==> config.mk <==
export PLATFORM = sky130hd
export DESIGN_NAME = rrsd_front_flat
export DESIGN_NICKNAME = d
export VERILOG_FILES = /design/src/rtl/core/rrsd_pkg.sv /design/src/rtl/core/rrsd_if.sv /design/src/rtl/core/rrsd_front.sv /design/src/flat_wrapper.sv
export SDC_FILE = /design/constraint.sdc
export NUM_CORES = 2
export LEC_CHECK = 0
export BUFFER_PORTS_ARGS = -buffer_cell sky130_fd_sc_hd__buf_2
export CORE_UTILIZATION = 35
export CTS_CLUSTER_DIAMETER = 30
export DETAILED_ROUTE_END_ITERATION = 6
export MAX_ROUTING_LAYER = met4
export PLACE_DENSITY = 0.57
export SYNTH_ARGS = -nofsm -noshare
export SYNTH_HDL_FRONTEND = slang
export SYNTH_SLANG_ARGS = --single-unit
==> constraint.sdc <==
create_clock -name clk -period 16.48 [get_ports clk]
set_input_delay 1.648 -clock clk [delete_from_list [all_inputs] [get_ports clk]]
set_output_delay 1.648 -clock clk [all_outputs]
set_load 0.02 [all_outputs]
==> src/rtl/core/rrsd_pkg.sv <==
`timescale 1ns / 1ps
// rrsd_pkg: shared types, constants and the square root step of the safety distance unit
// no dependencies; used by the interfaces and every module of the block

package rrsd_pkg;

	localparam int LEN_W = 31;
	localparam logic [LEN_W-1:0] DIST_MAX = '1;

	localparam int CFG_IDX_W = 3;

	typedef enum logic [CFG_IDX_W-1:0] {
		REG_HOLE_X_LOW,
		REG_HOLE_X_HIGH,
		REG_HOLE_Y_LOW,
		REG_HOLE_Y_HIGH,
		REG_JAW_WIDTH,
		REG_SLAB_HEIGHT
	} cfg_reg_t;

	// queue between front and back
	localparam int QDEPTH = 4;
	localparam int QPTR_W = $clog2(QDEPTH);
	localparam int QCNT_W = $clog2(QDEPTH + 1);

	// corner root datapath
	localparam int SQ_W       = 2 * LEN_W;
	localparam int RAD_W      = 64;
	localparam int ROOT_W     = RAD_W / 2;
	localparam int REM_W      = ROOT_W + 2;
	localparam int SQRT_STEPS = ROOT_W;

	typedef struct packed {
		logic [LEN_W-1:0] lin;
		logic             corner;
		logic [LEN_W-1:0] dx;
		logic [LEN_W-1:0] dy;
	} work_t;

	typedef struct packed {
		logic  valid;
		work_t work;
	} push_t;

	typedef struct packed {
		logic              full;
		logic              empty;
		logic [QCNT_W-1:0] count;
	} q_status_t;

	typedef struct packed {
		logic [REM_W-1:0]  rem;
		logic [ROOT_W-1:0] root;
	} sqrt_t;

	// one restoring digit of floor(sqrt): pulls in two radicand bits, yields one root bit
	function automatic sqrt_t sqrt_step(input sqrt_t cur, input logic [1:0] bits);
		logic [REM_W+1:0] pulled;
		logic [REM_W+1:0] test;
		logic [REM_W+1:0] diff;
		sqrt_t            nxt;
		pulled = {cur.rem, bits};
		test   = {2'b00, cur.root, 2'b01};
		diff   = pulled - test;
		if (pulled >= test) begin
			nxt.rem  = diff[REM_W-1:0];
			nxt.root = {cur.root[ROOT_W-2:0], 1'b1};
		end else begin
			nxt.rem  = pulled[REM_W-1:0];
			nxt.root = {cur.root[ROOT_W-2:0], 1'b0};
		end
		return nxt;
	endfunction

endpackage

==> src/rtl/core/rrsd_if.sv <==
`timescale 1ns / 1ps
// rrsd_if: valid/ready channel interfaces for points, results and register writes
// depends on rrsd_pkg

interface rrsd_point_if #(parameter int COORD_WIDTH = 32);
	import rrsd_pkg::*;
	logic                          valid;
	logic                          ready;
	logic signed [COORD_WIDTH-1:0] point_x;
	logic signed [COORD_WIDTH-1:0] point_y;
	logic signed [COORD_WIDTH-1:0] point_z;

	modport source(output valid, output point_x, output point_y, output point_z, input ready);
	modport sink(input valid, input point_x, input point_y, input point_z, output ready);
endinterface


interface rrsd_cfg_if #(parameter int DATA_W = 32);
	import rrsd_pkg::*;
	logic                 valid;
	logic                 ready;
	logic [CFG_IDX_W-1:0] index;
	logic [DATA_W-1:0]    data;

	modport source(output valid, output index, output data, input ready);
	modport sink(input valid, input index, input data, output ready);
endinterface

==> src/rtl/core/rrsd_front.sv <==
`timescale 1ns / 1ps
// rrsd_front: geometry registers, point intake and three-stage classification pipeline
// depends on rrsd_pkg and rrsd_if; feeds rrsd_queue

module rrsd_front #(
	parameter int COORD_WIDTH = 32
) (
	input  logic                  clk,
	input  logic                  arst_n,
	rrsd_cfg_if.sink              cfg,
	rrsd_point_if.sink            point,
	output rrsd_pkg::push_t       push,
	input  rrsd_pkg::q_status_t   q_status
);
	import rrsd_pkg::*;

	localparam int CW = COORD_WIDTH;
	localparam int BW = (CW > LEN_W) ? CW : LEN_W;
	localparam int DW = BW + 3;
	localparam logic signed [DW-1:0] MAX_E = signed'(DW'(DIST_MAX));

	function automatic logic signed [DW-1:0] smin(
		input logic signed [DW-1:0] a,
		input logic signed [DW-1:0] b
	);
		return (a < b) ? a : b;
	endfunction

	// geometry registers
	logic signed [CW-1:0] hole_xl_q, hole_xh_q, hole_yl_q, hole_yh_q;
	logic [LEN_W-1:0]     jaw_q, height_q;

	assign cfg.ready = 1'b1;

	always_ff @(posedge clk or negedge arst_n) begin
		if (!arst_n) begin
			hole_xl_q <= '0;
			hole_xh_q <= '0;
			hole_yl_q <= '0;
			hole_yh_q <= '0;
			jaw_q     <= '0;
			height_q  <= '0;
		end else if (cfg.valid) begin
			case (cfg_reg_t'(cfg.index))
				REG_HOLE_X_LOW:  hole_xl_q <= cfg.data[CW-1:0];
				REG_HOLE_X_HIGH: hole_xh_q <= cfg.data[CW-1:0];
				REG_HOLE_Y_LOW:  hole_yl_q <= cfg.data[CW-1:0];
				REG_HOLE_Y_HIGH: hole_yh_q <= cfg.data[CW-1:0];
				REG_JAW_WIDTH:   jaw_q     <= cfg.data[LEN_W-1:0];
				REG_SLAB_HEIGHT: height_q  <= cfg.data[LEN_W-1:0];
				default: ;
			endcase
		end
	end

	// stage enables, each stage moves when the next one has room
	logic v_s1, v_s2, v_s3;
	logic en1, en2, en3;

	assign en3 = !v_s3 || !q_status.full;
	assign en2 = !v_s2 || en3;
	assign en1 = !v_s1 || en2;
	assign point.ready = en1;

	always_ff @(posedge clk or negedge arst_n) begin
		if (!arst_n) begin
			v_s1 <= 1'b0;
			v_s2 <= 1'b0;
			v_s3 <= 1'b0;
		end else begin
			if (en1) v_s1 <= point.valid;
			if (en2) v_s2 <= v_s1;
			if (en3) v_s3 <= v_s2;
		end
	end

	// stage 1: all offsets
	logic signed [DW-1:0] x_e, y_e, z_e, lx_e, hx_e, ly_e, hy_e, jaw_e, h_e;

	assign x_e   = DW'(point.point_x);
	assign y_e   = DW'(point.point_y);
	assign z_e   = DW'(point.point_z);
	assign lx_e  = DW'(hole_xl_q);
	assign hx_e  = DW'(hole_xh_q);
	assign ly_e  = DW'(hole_yl_q);
	assign hy_e  = DW'(hole_yh_q);
	assign jaw_e = DW'(jaw_q);
	assign h_e   = DW'(height_q);

	logic signed [DW-1:0] dxl_s1, dxh_s1, dyl_s1, dyh_s1, z_s1, zh_s1;
	logic signed [DW-1:0] ox1_s1, ox2_s1, oy1_s1, oy2_s1;

	always_ff @(posedge clk) begin
		if (en1) begin
			dxl_s1 <= lx_e - x_e;
			dxh_s1 <= x_e - hx_e;
			dyl_s1 <= ly_e - y_e;
			dyh_s1 <= y_e - hy_e;
			z_s1   <= z_e;
			zh_s1  <= h_e - z_e;
			ox1_s1 <= x_e - lx_e + jaw_e;
			ox2_s1 <= hx_e + jaw_e - x_e;
			oy1_s1 <= y_e - ly_e + jaw_e;
			oy2_s1 <= hy_e + jaw_e - y_e;
		end
	end

	// stage 2: hole side classification and partial minima
	logic                 xl, xh, yl, yh;
	logic signed [DW-1:0] hole_lin;

	assign xl = !dxl_s1[DW-1];
	assign xh = !dxh_s1[DW-1];
	assign yl = dyl_s1 > 0;
	assign yh = dyh_s1 > 0;

	always_comb begin
		if (xl)      hole_lin = dxl_s1;
		else if (xh) hole_lin = dxh_s1;
		else if (yl) hole_lin = dyl_s1;
		else if (yh) hole_lin = dyh_s1;
		else         hole_lin = '0;
	end

	logic signed [DW-1:0] mz_s2, mox_s2, moy_s2, hole_s2, dx_s2, dy_s2;
	logic                 corner_s2;

	always_ff @(posedge clk) begin
		if (en2) begin
			mz_s2     <= smin(z_s1, zh_s1);
			mox_s2    <= smin(ox1_s1, ox2_s1);
			moy_s2    <= smin(oy1_s1, oy2_s1);
			hole_s2   <= hole_lin;
			corner_s2 <= (xl || xh) && (yl || yh);
			dx_s2     <= xl ? dxl_s1 : dxh_s1;
			dy_s2     <= yl ? dyl_s1 : dyh_s1;
		end
	end

	// stage 3: straight-line minimum, clamped and saturated
	logic signed [DW-1:0] hole_or, m_all;
	work_t                work_d, work_s3;

	always_comb begin
		hole_or        = corner_s2 ? MAX_E : hole_s2;
		m_all          = smin(smin(mz_s2, mox_s2), smin(moy_s2, hole_or));
		work_d.lin     = m_all[DW-1] ? '0 : ((m_all > MAX_E) ? DIST_MAX : m_all[LEN_W-1:0]);
		// a corner offset at or above the maximum cannot lower the result
		work_d.corner  = corner_s2 && (dx_s2 < MAX_E) && (dy_s2 < MAX_E);
		work_d.dx      = dx_s2[LEN_W-1:0];
		work_d.dy      = dy_s2[LEN_W-1:0];
	end

	always_ff @(posedge clk) begin
		if (en3) work_s3 <= work_d;
	end

	assign push.valid = v_s3;
	assign push.work  = work_s3;

endmodule

==> src/flat_wrapper.sv <==
// flat-port wrapper written by rule: the top's interface ports become plain ports
module rrsd_front_flat import rrsd_pkg::*;
#(
	parameter int COORD_WIDTH = 32
)
  (clk, arst_n, push, q_status, cfg_valid, cfg_index, cfg_data, cfg_ready, point_valid, point_point_x, point_point_y, point_point_z, point_ready);
  rrsd_cfg_if cfg_i ();
  rrsd_point_if #(.COORD_WIDTH(COORD_WIDTH)) point_i ();
  input  logic clk;
  input  logic arst_n;
  output rrsd_pkg::push_t push;
  input  rrsd_pkg::q_status_t q_status;
  input wire logic [$bits(cfg_i.valid)-1:0] cfg_valid;
  input wire logic [$bits(cfg_i.index)-1:0] cfg_index;
  input wire logic [$bits(cfg_i.data)-1:0] cfg_data;
  output wire logic [$bits(cfg_i.ready)-1:0] cfg_ready;
  input wire logic [$bits(point_i.valid)-1:0] point_valid;
  input wire logic [$bits(point_i.point_x)-1:0] point_point_x;
  input wire logic [$bits(point_i.point_y)-1:0] point_point_y;
  input wire logic [$bits(point_i.point_z)-1:0] point_point_z;
  output wire logic [$bits(point_i.ready)-1:0] point_ready;
  assign cfg_i.valid = cfg_valid;
  assign cfg_i.index = cfg_index;
  assign cfg_i.data = cfg_data;
  assign cfg_ready = cfg_i.ready;
  assign point_i.valid = point_valid;
  assign point_i.point_x = point_point_x;
  assign point_i.point_y = point_point_y;
  assign point_i.point_z = point_point_z;
  assign point_ready = point_i.ready;
  rrsd_front #(.COORD_WIDTH(COORD_WIDTH)) u_core (.clk(clk), .arst_n(arst_n), .cfg(cfg_i), .point(point_i), .push(push), .q_status(q_status));
endmodule
==> summary.md <==
| Metric | Value |
|---|---|
| Drt total wl | 181000 um |
| Worst hold path depth | 0 |
| Fraction of registers with async set/reset | 23.3% |
| CTS sink count | 827 |
| Startpoint types | flip-flop |
| Largest stage delay, worst path | 0.66 ns |
| Starting Density | 35.4% |
| P_leak | 30.0 nW |
| Clk_skew | 0.0526 ns |
| DRC | 0 |
| Port Buffers | 231 |
| Synth top area share | 33.9% |
| TritonCTS clock tree | built |
| DR WL/cell | 22.1 um |
| RSZ-0062 raised after global routing | false |
| Commonest non-fill, non-tap cell in the layout | inv_1 |
| Most frequent cells in the layout | inv_1 (668), edfxtp_1 (634), ha_1 (557), nand2_1 (430), o21ai_0 (398) |
| Synth unique cells | 97 |
| Final Max Slew Viols | 0 |
| Final Hold Fails | 0 |
| Grt ovf | 0 |
| Reg2reg start | u_core.corner_s2 |
| Core area | 159000 um2 |
| Maximum VDD drop | 0.306 mV |
| Initial antenna violation count | 28 |
| Setup TNS | 0 ns |
| Row cnt | 146 |
| Die Footprint | 162000 um2 |
| F_max | 0.136 GHz |
| First-pass GRT wire length | 265000 um |
| Synthesized area per cell | 10.0 um2 |
| Slew @ Worst Pin | 1.28 ns |
| I/O pin cnt | 237 |
| Vias in the first global route | 42.6k |
| Setup crit end kind | flip-flop |
| Slowest cell on the critical path | nor4_1 |
| WP data required | 17.11 ns |
| Synth top area cells | edfxtp_1 (34%), ha_1 (12%), dfrtp_1 (8.6%) |
| R2R depth | 23 |
| Gpl congestion | 0.940 |
| # fillers | 15.2k |
| Worst path arrival time | 7.97 ns |
| First-pass DRT Iterations | 5 |
| Post-CTS setup buffers | 0 |
| Share of layout cells above drive strength 1 | 14.4% |
| Max clock buf depth | 3 |
| All-Layer GR Usage | 22.7% |
| CP cell instances | buf_4, nand2b_1, ha_1, nand4_1, or2_1, nor4_1, o221a_2, o31ai_2, nand2_2, xor2_4, buf_4, mux2_4, ha_1, nand4_1, nor2_1, nand4_1, o221ai_1, a2111o_1, o21bai_1, nor2_1, nor4_4, buf_4, mux2i_1 |
| Layout area overhead | 20.1% |
| Ys Warns | 0 |
| Tcrit/Tclk final | 44.6% |
| Most area-hungry cell type in the Yosys netlist | edfxtp_1 |
| Dpl hpwl | 146000 um |
| Max cap viols | 0 |
| Endpoints failing setup | 0 |
| Gate Count Post-Synth | 5596 |
| WS Path Type | flip-flop to flip-flop |
| Vias post-DR | 43.4k |
| Clock transition at path regs | 0.05 ns |
| Final net count | 6683 |
| Post-synth EDFFs | 634 |
| CTS Buf Count | 216 |
| Worst flop-to-flop path endpoint | u_core.push[74] |
| Status | finished clean |
| Post_cts resized | 0 |
| CTS H-tree lvls | 4 |
| R2R setup slack | 9.13 ns |
| Seq/Total Area, Yosys | 42.5% |
| DRT iter0 DRCs | 3366 |
| Min Tclk post-route | 7.35 ns |
| Max Fanout on Critical Path | 37 |
| Hold endpoint | u_core.push[57] |
| Clock insertion delay at the later pin of the skew report | 0.84 ns |
| Hold Path Class | flip-flop to flip-flop |
| P per Cell Area | 235 nW/um2 |
| Synth Cell Area | 56200 um2 |
| Final ANT Viol Nets | 0 |
| Largest net degree at the start of global routing | 98 |
| Hold_sp | u_core.dx_s2[26] |
| Die Y | 403 um |
| CTS Hold Bufs | 0 |
| CTS root buf | clkbuf_16 |
| Die X | 403 um |
| Max-Slew Margin vs Limit | 14.4% |
| Dominant synthesized flop cell | edfxtp_1 |
| DR vias/cell | 5.30 |
| Power, Total | 15.8 mW |
| Seq cells post-synth | 827 |
-- metrics by stage --
stage	utilization (%)	worst slack [ns]	hold WS, ns	area, um2	std cells
after global routing	42.5	8.75	0.455	67500	8192
after detailed placement	37.6	9.04	0.434	59700	7769
final	42.5	9.13	0.440	67500	8196
after global placement	37.6	9.13	0.436	59700	7769
after floorplan	-	1.56	0.426	56200	5597
after CTS	42.4	8.99	0.441	67400	8181
-- area by class of cell --
| type | instances | area [um2] | area share, % |
|---|---|---|---|
| tap | 2072 | 2590 | 3.84 |
| inverter | 669 | 2510 | 3.72 |
| timing repair buffer | 279 | 1530 | 2.26 |
| sequential | 827 | 23900 | 35.4 |
| clock buffer | 260 | 5770 | 8.55 |
| multi-input combinational | 3922 | 29200 | 43.3 |
| antenna | 15 | 37.5 | 0.0556 |
| clock inverter | 152 | 1960 | 2.91 |
-- power breakdown --
group	switching, mW	internal, mW
logic	4.48	2.89
clock network	1.38	3.00
registers	0.497	3.60
-- synth_stat cells (all sizes together), types with 43 or more instances --
master	count
o21a	56
clkbuf	149
nor3	62
nor2b	63
o21ai	463
or2	43
nand4	103
fa	71
a21o	197
nand2	432
a21oi	387
o211ai	48
nand3	123
edfxtp	634
inv	668
xor2	83
mux2	196
ha	557
nand2b	99
o21bai	64
xnor2	221
dfrtp	193
nor2	224
-- registers in the layout (all words and copies together) (netlist names), 33 cells and up --
signal          cells
u_core.dy_s2       33
u_core.hole_s2     34
u_core.mz_s2       33
u_core.dyl_s1      33
u_core.oy2_s1      34
u_core.ox1_s1      35
u_core.ox2_s1      34
u_core.push        94
u_core.zh_s1       33
u_core.dyh_s1      33
u_core.mox_s2      35
u_core.dxh_s1      33
u_core.oy1_s1      35
u_core.moy_s2      35
u_core.dxl_s1      33
u_core.dx_s2       34
-- kinds of logic after synthesis --
group / after synthesis / share of synthesized area (%)
fa+ha+maj: 628 / 14.9
buf+inv: 848 / 5.78
xor+xnor: 304 / 4.77
mux: 236 / 4.65
other cells: 2 / 0.0134
flops: 827 / 42.5
simple gates: 1288 / 11.2
compound gates: 1463 / 16.2
-- metal layers --
metal  track usage [%]  routed length [um]  vias up
met1              31.9               85800    21000
met5                 -                   0        -
met2              32.7               76700     1371
li1                  -                   -    20800
met4              7.46                5400        0
met3              4.14               13000      256
-- worst max-delay path by stage --
stage               cells after the start           endpoint             start
floorplan                               1   u_core.dxh_s1[0]       q_status[4]
global placement                       24  u_core.oy1_s1[31]  point_point_y[0]
detailed placement                     23    u_core.push[74]  u_core.corner_s2
CTS                                    23    u_core.push[74]  u_core.corner_s2
global route                           23    u_core.push[74]  u_core.corner_s2
finish                                 23    u_core.push[74]  u_core.corner_s2
-- critical path: cells and delay by family (launching register included) --
| family | cells | cell delay (ns) |
|---|---|---|
| fa+ha+maj | 2 | 1.03 |
| xor+xnor | 1 | 0.13 |
| simple gates | 10 | 2.63 |
| buf+inv | 3 | 1.19 |
| compound gates | 5 | 0.95 |
| mux | 2 | 0.80 |
| flops | 1 | 0.36 |
No activity file was read; power rests on OpenSTA's default activity.
