[src/rtl/core/rrsd_pkg.sv]
`timescale 1ns / 1ps
// rrsd_pkg: shared types, constants and the square root step of the safety distance unit
// no dependencies; used by the interfaces and every module of the block

package rrsd_pkg;

	localparam int LEN_W = 31;
	localparam logic [LEN_W-1:0] DIST_MAX = '1;

	localparam int CFG_IDX_W = 3;

	typedef enum logic [CFG_IDX_W-1:0] {
		REG_HOLE_X_LOW,
		REG_HOLE_X_HIGH,
		REG_HOLE_Y_LOW,
		REG_HOLE_Y_HIGH,
		REG_JAW_WIDTH,
		REG_SLAB_HEIGHT
	} cfg_reg_t;

	// queue between front and back
	localparam int QDEPTH = 4;
	localparam int QPTR_W = $clog2(QDEPTH);
	localparam int QCNT_W = $clog2(QDEPTH + 1);

	// corner root datapath
	localparam int SQ_W       = 2 * LEN_W;
	localparam int RAD_W      = 64;
	localparam int ROOT_W     = RAD_W / 2;
	localparam int REM_W      = ROOT_W + 2;
	localparam int SQRT_STEPS = ROOT_W;

	typedef struct packed {
		logic [LEN_W-1:0] lin;
		logic             corner;
		logic [LEN_W-1:0] dx;
		logic [LEN_W-1:0] dy;
	} work_t;

	typedef struct packed {
		logic  valid;
		work_t work;
	} push_t;

	typedef struct packed {
		logic              full;
		logic              empty;
		logic [QCNT_W-1:0] count;
	} q_status_t;

	typedef struct packed {
		logic [REM_W-1:0]  rem;
		logic [ROOT_W-1:0] root;
	} sqrt_t;

	// one restoring digit of floor(sqrt): pulls in two radicand bits, yields one root bit
	function automatic sqrt_t sqrt_step(input sqrt_t cur, input logic [1:0] bits);
		logic [REM_W+1:0] pulled;
		logic [REM_W+1:0] test;
		logic [REM_W+1:0] diff;
		sqrt_t            nxt;
		pulled = {cur.rem, bits};
		test   = {2'b00, cur.root, 2'b01};
		diff   = pulled - test;
		if (pulled >= test) begin
			nxt.rem  = diff[REM_W-1:0];
			nxt.root = {cur.root[ROOT_W-2:0], 1'b1};
		end else begin
			nxt.rem  = pulled[REM_W-1:0];
			nxt.root = {cur.root[ROOT_W-2:0], 1'b0};
		end
		return nxt;
	endfunction

endpackage

[src/rtl/core/rrsd_queue.sv]
`timescale 1ns / 1ps
// rrsd_queue: small fifo of classified items between front and back
// depends on rrsd_pkg

module rrsd_queue (
	input  logic                 clk,
	input  logic                 arst_n,
	input  rrsd_pkg::push_t      push,
	input  logic                 pop,
	output rrsd_pkg::work_t      head,
	output rrsd_pkg::q_status_t  status
);
	import rrsd_pkg::*;

	work_t             store_q [QDEPTH];
	logic [QPTR_W-1:0] wr_ptr_q, rd_ptr_q;
	logic [QCNT_W-1:0] cnt_q;
	logic              do_push, do_pop;

	assign status.full  = cnt_q == QCNT_W'(QDEPTH);
	assign status.empty = cnt_q == '0;
	assign status.count = cnt_q;

	assign do_push = push.valid && !status.full;
	assign do_pop  = pop && !status.empty;
	assign head    = store_q[rd_ptr_q];

	always_ff @(posedge clk) begin
		if (do_push) store_q[wr_ptr_q] <= push.work;
	end

	always_ff @(posedge clk or negedge arst_n) begin
		if (!arst_n) begin
			wr_ptr_q <= '0;
			rd_ptr_q <= '0;
			cnt_q    <= '0;
		end else begin
			if (do_push) wr_ptr_q <= wr_ptr_q + 1'b1;
			if (do_pop)  rd_ptr_q <= rd_ptr_q + 1'b1;
			case ({do_push, do_pop})
				2'b10:   cnt_q <= cnt_q + 1'b1;
				2'b01:   cnt_q <= cnt_q - 1'b1;
				default: cnt_q <= cnt_q;
			endcase
		end
	end

endmodule

[config.mk]
export PLATFORM = sky130hd
export DESIGN_NAME = rrsd_queue
export DESIGN_NICKNAME = d
export VERILOG_FILES = /design/src/rtl/core/rrsd_pkg.sv /design/src/rtl/core/rrsd_queue.sv
export SDC_FILE = /design/constraint.sdc
export NUM_CORES = 1
export LEC_CHECK = 0
export BUFFER_PORTS_ARGS = -buffer_cell sky130_fd_sc_hd__buf_2
export CAP_MARGIN = 20
export CORE_ASPECT_RATIO = 1.5
export CORE_UTILIZATION = 57
export DETAILED_ROUTE_END_ITERATION = 8
export HOLD_SLACK_MARGIN = 0.05
export PLACE_DENSITY = 0.79
export SYNTH_ARGS = -nofsm -noshare
export SYNTH_HDL_FRONTEND = slang
export SYNTH_SLANG_ARGS = --single-unit
[constraint.sdc]
create_clock -name clk -period 4 [get_ports clk]
set_input_delay 0.8 -clock clk [delete_from_list [all_inputs] [get_ports clk]]
set_output_delay 0.8 -clock clk [all_outputs]
set_load 0.02 [all_outputs]
==> results.yml, run 1 <==
status:
  run_status: "finished, final reports clean"
pwr:
  power_frac_comb_pct: 29.9
  netSwitchingFraction_pct: 30.2
  sequentialPowerShare_pct: 42.5
  net-switching-power_mw: 4.02
  power_report.internal_total_mw: 9.28
  total_power_consumption_of_the_routed_design_mw: 13.3
  power.share.clock_pct: 27.6
  power-per-cell-area_mw_per_mm2: 797
  power_leakage_nw: 5.75
  max_vdd_drop_uv: 581
critical_path:
  startpoint_type: "flip-flop"
  crit_arrival_ps: 2370
  crit_slowest_cell: "sky130_fd_sc_hd__dfrtp_4"
  crit_path_cell_trace: "buf_12, mux4_2, buf_2"
  setup.worst_path.class: "reg -> out"
  critPathCaptureType: "primary output"
  critical-path-top-delay-family: "flip-flops"
  critical_path_buf_inv_count: 2
  crit_fanout: 41
  critPathRequiredTime_ps: 3200
  delay_of_the_slowest_critical_path_stage_ps: 700
timing:
  max_slew.worst_pin.slew_ps: 637
  timing.final.hold_violations: 0
  finClkSkew_ps: 11.9
  setup_tns_ps: 0
  final-setup-viol-count: 0
  period_needed_ps: 3170
  max_freq_mhz: 315
  slew_violations: 0
  grt_setup_unrepaired: "false"
  max-slew-margin-rel_pct: 57.5
  part_of_the_cycle_the_worst_path_needs_pct: 79.2
clock_tree:
  tritoncts.num_buffers: 35
  clock_tree_from_tritoncts: "built"
  clock-root-buffer: "sky130_fd_sc_hd__clkbuf_16"
  clk_pin_slew_worst_paths_ps: 60
  buffer_levels_on_the_longest_clock_path: 3
  clk-insertion-delay-late_ps: 500
  number_of_instances_resized_during_post_cts_repair: 0
  cts_setup_buffers: 0
  cts_sinks: 383
  ctsHtreeMaxLevel: 2
  holdBufCountCts: 0
cells_and_area:
  ratio_of_cells_with_drive_above_1_in_the_final_layout_pct: 46.8
  mostFrequentLayoutCell: "sky130_fd_sc_hd__edfxtp_1"
  nNetsFinal: 855
  area_delta_synth_final_pct: 19.1
  utilization_pct: 69.8
  final_area_mm2: 0.0167
  layout_common_cells: "376 x sky130_fd_sc_hd__edfxtp_1, 196 x sky130_fd_sc_hd__buf_2, 94 x sky130_fd_sc_hd__mux4_2, 37 x sky130_fd_sc_hd__clkbuf_16, 10 x sky130_fd_sc_hd__bufinv_16"
die:
  chipHeight_um: 194
  std_cell_rows: 69
  floorplan.initialDensity_pct: 58.6
  dieArea_mm2: 0.0252
  fp.dieW_um: 130
  fp.coreArea_mm2: 0.0239
  i_o_pin_cnt: 197
place:
  io_buffers: 196
  placed_area_mm2: 0.0154
  post_dp_hpwl_um: 15600
  routabilityCongestion: 0.690
yosys:
  synth_top_family_by_area: "multiplexers"
  yosys.area_share.adder_pct: 0.589
  synth_cell_type_count: 23
  most_used_flip_flop_cell_after_synthesis: "sky130_fd_sc_hd__edfxtp_1"
  syn_inst: 529
  synth_async_sr_flop_share_pct: 1.83
  ys.warnings.count: 0
  edff_count_synth: 376
  yosys.area_share.xor_xnor_pct: 0.375
  complex_gate_fraction_of_the_synthesized_area_pct: 0.0625
  synth.yosys.seq_area_share_pct: 81.8
  mappedNetlistArea_mm2: 0.0140
  synth_simple_gate_area_share_pct: 0.366
  number_of_synthesized_register_bits: 383
  synth_nets: 633
  post_synth.cell_area_avg_um2: 26.5
  synthMuxAreaShare_pct: 15.3
drt:
  routed_wirelength_um: 25500
  detail_route.wl_per_cell_um: 23.3
  drt_first_pass_iters: 4
  drt_iter0_markers: 411
  drc_errors: 0
  vias: 6237
  routed_via_density: 5.69
  detail-route-antenna-nets: 0
global_route:
  largest_net_degree_at_the_start_of_global_routing: 56
  number_of_global_route_vias_before_repair: 6825
  grt_overflow: 0
  groute.usage.overall_pct: 21.1
  antenna_violations_before_repair: 3
  grt_first_pass_wirelength_um: 38500
hold_path:
  min-delay-path-class: "in -> async"
flow_run:
  maxCapViolCount: 0
## synth_stat cells (3+ instances only)
| library cell | n | area, µm² |
|---|---|---|
| sky130_fd_sc_hd__dfrtp_1 | 7 | 175 |
| sky130_fd_sc_hd__inv_1 | 6 | 22.5 |
| sky130_fd_sc_hd__and2_1 | 4 | 25.0 |
| sky130_fd_sc_hd__clkbuf_1 | 3 | 11.3 |
| sky130_fd_sc_hd__mux4_2 | 94 | 2120 |
| sky130_fd_sc_hd__buf_12 | 4 | 80.1 |
| sky130_fd_sc_hd__buf_2 | 8 | 40.0 |
| sky130_fd_sc_hd__xor2_1 | 3 | 26.3 |
| sky130_fd_sc_hd__edfxtp_1 | 376 | 11300 |
| sky130_fd_sc_hd__ha_1 | 5 | 62.6 |
| sky130_fd_sc_hd__xnor2_1 | 3 | 26.3 |
| sky130_fd_sc_hd__buf_4 | 5 | 37.5 |
## metal layers
layer	routed length, µm	up-vias	global-route usage (%)
met5	10	-	0
met4	616	2	7.28
met3	1310	51	3.97
met2	14100	207	37.8
met1	9530	3258	25.1
li1	-	2719	-
## area by class of cell
| type | count | area, µm² |
|---|---|---|
| multi-input cells | 118 | 2340 |
| clock buffers | 38 | 930 |
| fillers | 1464 | 7220 |
| inverters | 6 | 22.5 |
| diodes | 3 | 7.51 |
| clock inverters | 23 | 365 |
| repair buffers | 207 | 1150 |
| flip-flops and latches | 383 | 11500 |
| well taps | 319 | 399 |
## worst reg2reg max path: cells and delay by family (launching register included)
kind	cells	cell delay [ps]
DFF	1	440
and+or+nand+nor	3	1090
buffers and inverters	1	480
## sequential cells by signal, indices dropped and copies added, names as in the netlist
signal    count
wr_ptr_q      2
store_q     376
cnt_q         3
rd_ptr_q      2
## stage by stage
stage / cells / hold slack (ps) / worst slack [ps]
global placement: 1033 / 522 / 1310
finish: 1097 / 126 / 830
CTS: 1094 / 105 / 745
global route: 1096 / 114 / 680
floorplan: 529 / 504 / 187
detailed placement: 1033 / 562 / 1290
## logic make-up after synthesis
logic type                 count (synthesis)
AOI/OAI and AO/OA                          1
xor gates and xnor gates                   6
adders and majority gates                  6
buffers and inverters                     28
DFF                                      383
muxes                                     96
and+or+nand+nor                            9
## worst paths after layout
kind                                   from  cells past startpoint             end  slack [ps]
min in group clk                   push[14]                      1  store_q[2][14]         520
max in group asynchronous            arst_n                      1     rd_ptr_q[0]        3690
worst max register to register     cnt_q[2]                      4  store_q[1][52]        1630
worst max-delay path            rd_ptr_q[0]                      3        head[83]         830
worst min register to register     cnt_q[2]                      1        cnt_q[2]         580
worst min-delay path                 arst_n                      1        cnt_q[0]         130
## power groups by stage
stage / Clock (mW) / Combinational (mW) / Sequential [mW]
2_1_floorplan: 0 / 2.97 / 5.59
3_3_place_gp: 0 / 3.98 / 5.67
3_5_place_dp: 0 / 4.05 / 5.75
4_1_cts: 3.73 / 4.08 / 5.67
5_1_grt: 3.89 / 4.25 / 5.73
6_report: 3.67 / 3.98 / 5.66
(Power assumes the default switching activity.)
==> run 2: changes to the inputs <==
Settings changed: ABC_AREA from default to 1, CORE_UTILIZATION 57 to 52, PLACE_DENSITY 0.79 to 0.76.
Clock period 4 ns to 2.9 ns, I/O delays scaled along.
==> run 2 against run 1 <==
  * Clock skew is 6.3 ps lower
  * Clock power is 21% higher
  * Register-to-register slack worse by 950 ps
  * Critical path type unchanged
  * Largest cell class unchanged
  * Largest power group unchanged
  * Highest routed layer unchanged
==> results.yml, run 2 <==
timing:
  timing.final.hold_violations: 0
  grt_setup_unrepaired: "false"
  part_of_the_cycle_the_worst_path_needs_pct: 93.3
  max-slew-margin-rel_pct: 60.6
  period_needed_ps: 2710
  setup_ws_ps: 194
  final-setup-viol-count: 0
  finClkSkew_ps: 5.59
  max_freq_mhz: 370
  max_slew.worst_pin.slew_ps: 592
  slew_violations: 0
global_route:
  largest_net_degree_at_the_start_of_global_routing: 97
  number_of_global_route_vias_before_repair: 8905
  grt_first_pass_wirelength_um: 45100
  antenna_violations_before_repair: 4
  grt_overflow: 0
  groute.usage.overall_pct: 19.9
yosys:
  synth_largest_type_area_fraction_pct: 73.8
  synth_async_sr_flop_share_pct: 1.83
  ys.warnings.count: 0
  synthTopCellsByCount: "376 x sky130_fd_sc_hd__edfxtp_1, 300 x sky130_fd_sc_hd__nand2_1, 203 x sky130_fd_sc_hd__inv_1, 188 x sky130_fd_sc_hd__o211ai_1, 31 x sky130_fd_sc_hd__buf_2"
  synth.yosys.seq_area_share_pct: 74.9
  post_synth.cell_area_avg_um2: 13.2
  synth_top_area_cell: "sky130_fd_sc_hd__edfxtp_1"
  most_used_flip_flop_cell_after_synthesis: "sky130_fd_sc_hd__edfxtp_1"
  number_of_synthesized_register_bits: 383
  edff_count_synth: 376
  synth_top_cells_by_area: "sky130_fd_sc_hd__edfxtp_1 74%, sky130_fd_sc_hd__o211ai_1 9.2%, sky130_fd_sc_hd__nand2_1 7.4%"
  synth_nets: 1262
  mappedNetlistArea_mm2: 0.0153
  synth_cell_type_count: 18
  yosysMostFrequentCell: "sky130_fd_sc_hd__edfxtp_1"
  syn_inst: 1158
die:
  fp.dieW_um: 142
  fp.coreArea_mm2: 0.0288
  chipHeight_um: 212
  std_cell_rows: 76
  dieArea_mm2: 0.0301
  floorplan.initialDensity_pct: 53.1
  i_o_pin_cnt: 197
clock_tree:
  cts_sinks: 383
  clk-insertion-delay-late_ps: 520
  cts_setup_buffers: 0
  buffer_levels_on_the_longest_clock_path: 3
  tritoncts.num_buffers: 35
  clk_pin_slew_worst_paths_ps: 60
  clock-root-buffer: "sky130_fd_sc_hd__clkbuf_16"
  ctsHtreeMaxLevel: 2
  clock_tree_from_tritoncts: "built"
cells_and_area:
  area_delta_synth_final_pct: 16.7
  ratio_of_cells_with_drive_above_1_in_the_final_layout_pct: 19.6
  final_cells: 1763
  largest_registers: "store_q x376, cnt_q x3"
  layout_common_cells: "376 x sky130_fd_sc_hd__edfxtp_1, 300 x sky130_fd_sc_hd__nand2_1, 203 x sky130_fd_sc_hd__inv_1, 196 x sky130_fd_sc_hd__buf_2, 188 x sky130_fd_sc_hd__o211ai_1"
  mostFrequentLayoutCell: "sky130_fd_sc_hd__edfxtp_1"
  utilization_pct: 61.9
  largest_register_ff_count: 376
  regMostFlops: "store_q"
  fillers: 2132
  nNetsFinal: 1451
  final_area_mm2: 0.0178
critical_path:
  worst_r2r_path_depth: 10
  startpoint_type: "flip-flop"
  r2r_start: "cnt_q[0]"
  critPathCaptureType: "primary output"
  setup.worst_path.class: "reg -> out"
  critPathRequiredTime_ps: 2320
  crit_fanout: 74
  crit_arrival_ps: 2130
  timing.critical_path.from: "rd_ptr_q[0]"
pwr:
  power_leakage_nw: 7.22
  max_vdd_drop_uv: 669
  total_power_consumption_of_the_routed_design_mw: 18.9
  power-per-cell-area_mw_per_mm2: 1060
place:
  post_dp_hpwl_um: 17300
  placed_area_mm2: 0.0167
  routabilityCongestion: 0.761
  placed_insts: 1699
  io_buffers: 196
  place_worst_setup_slack_ps: 699
drt:
  routed_via_density: 5.20
  drt_first_pass_iters: 5
  detail-route-antenna-nets: 0
  drt_iter0_markers: 475
  detail_route.wl_per_cell_um: 16.8
  routed_wirelength_um: 29500
  vias: 9168
  drc_errors: 0
hold_path:
  min-delay-path-class: "in -> reg"
  worstHoldPathCells: 1
  hold_path.startpoint: "push[23]"
status:
  run_status: "finished, final reports clean"
flow_run:
  maxCapViolCount: 0
[run 2: cell count changes after synthesis, sizes merged, moves of 3 or more]
| cell | change |
|---|---|
| buf | +38 |
| o211ai | +188 |
| and2 | -4 |
| xor2 | -3 |
| inv | +199 |
| mux4 | -94 |
| nor2 | +3 |
| nand2 | +299 |
| nand3 | +7 |
[run 2: layer usage]
metal	track usage [%]	vias to the layer above	part of all wire, %
met4	11.2	4	4.7
met2	35.2	275	52
met3	3.94	88	5.5
li1	-	4437	-
met1	22.4	4364	38
met5	0	-	0.10
[run 2: repair_timing]
| action | in CTS | in global routing |
|---|---|---|
| hold endpoints to repair | 7 | 0 |
| hold buffers | 1 | 0 |
| setup endpoints to repair | 0 | 1 |
| resized for setup | 0 | 1 |
[run 2: stage by stage]
step           TNS, ps  hold WS (ps)
6_report             0           269
2_1_floorplan  -343520           284
4_1_cts              0           251
3_3_place_gp         0           420
3_5_place_dp         0           425
5_1_grt              0           249
[run 2: final timing paths]
path	endpoint	slack, ps
max	head[5]	190
min	store_q[3][23]	270
max reg2reg	cnt_q[2]	680
min reg2reg	cnt_q[0]	520
max in group asynchronous	rd_ptr_q[1]	2230
min in group asynchronous	rd_ptr_q[0]	490
[run 2: cell families after synthesis]
kind of cell	after synthesis	synth area share [%]
xor+xnor	1	0.0573
flops	383	74.9
simple gates	312	7.73
buf+inv	267	7.47
compound gates	189	9.26
fa+ha+maj	6	0.540
[run 2: cell type report]
class	instances	area, µm²	share of cell area [%]
flip-flops and latches	383	11500	64.3
multi-input cells	508	2720	15.2
repair buffers	214	1270	7.11
clock buffers	45	956	5.36
inverters	205	783	4.39
well taps	390	488	2.73
clock inverters	15	153	0.855
diodes	3	7.51	0.0421
[run 2: where the power goes]
part	internal, mW	leakage, nW	switching [mW]	total (mW)
sequential	7.28	3.53	0.260	7.54
clock	2.60	0.544	1.85	4.45
combinational	2.05	3.14	4.85	6.90
[run 2: worst max-delay path: stages, from the launching register on]
cell	delay, ps
sky130_fd_sc_hd__dfrtp_1	480
sky130_fd_sc_hd__clkinv_8	300
sky130_fd_sc_hd__buf_12	300
sky130_fd_sc_hd__o211ai_1	210
sky130_fd_sc_hd__nand2_1	110
sky130_fd_sc_hd__buf_2	170
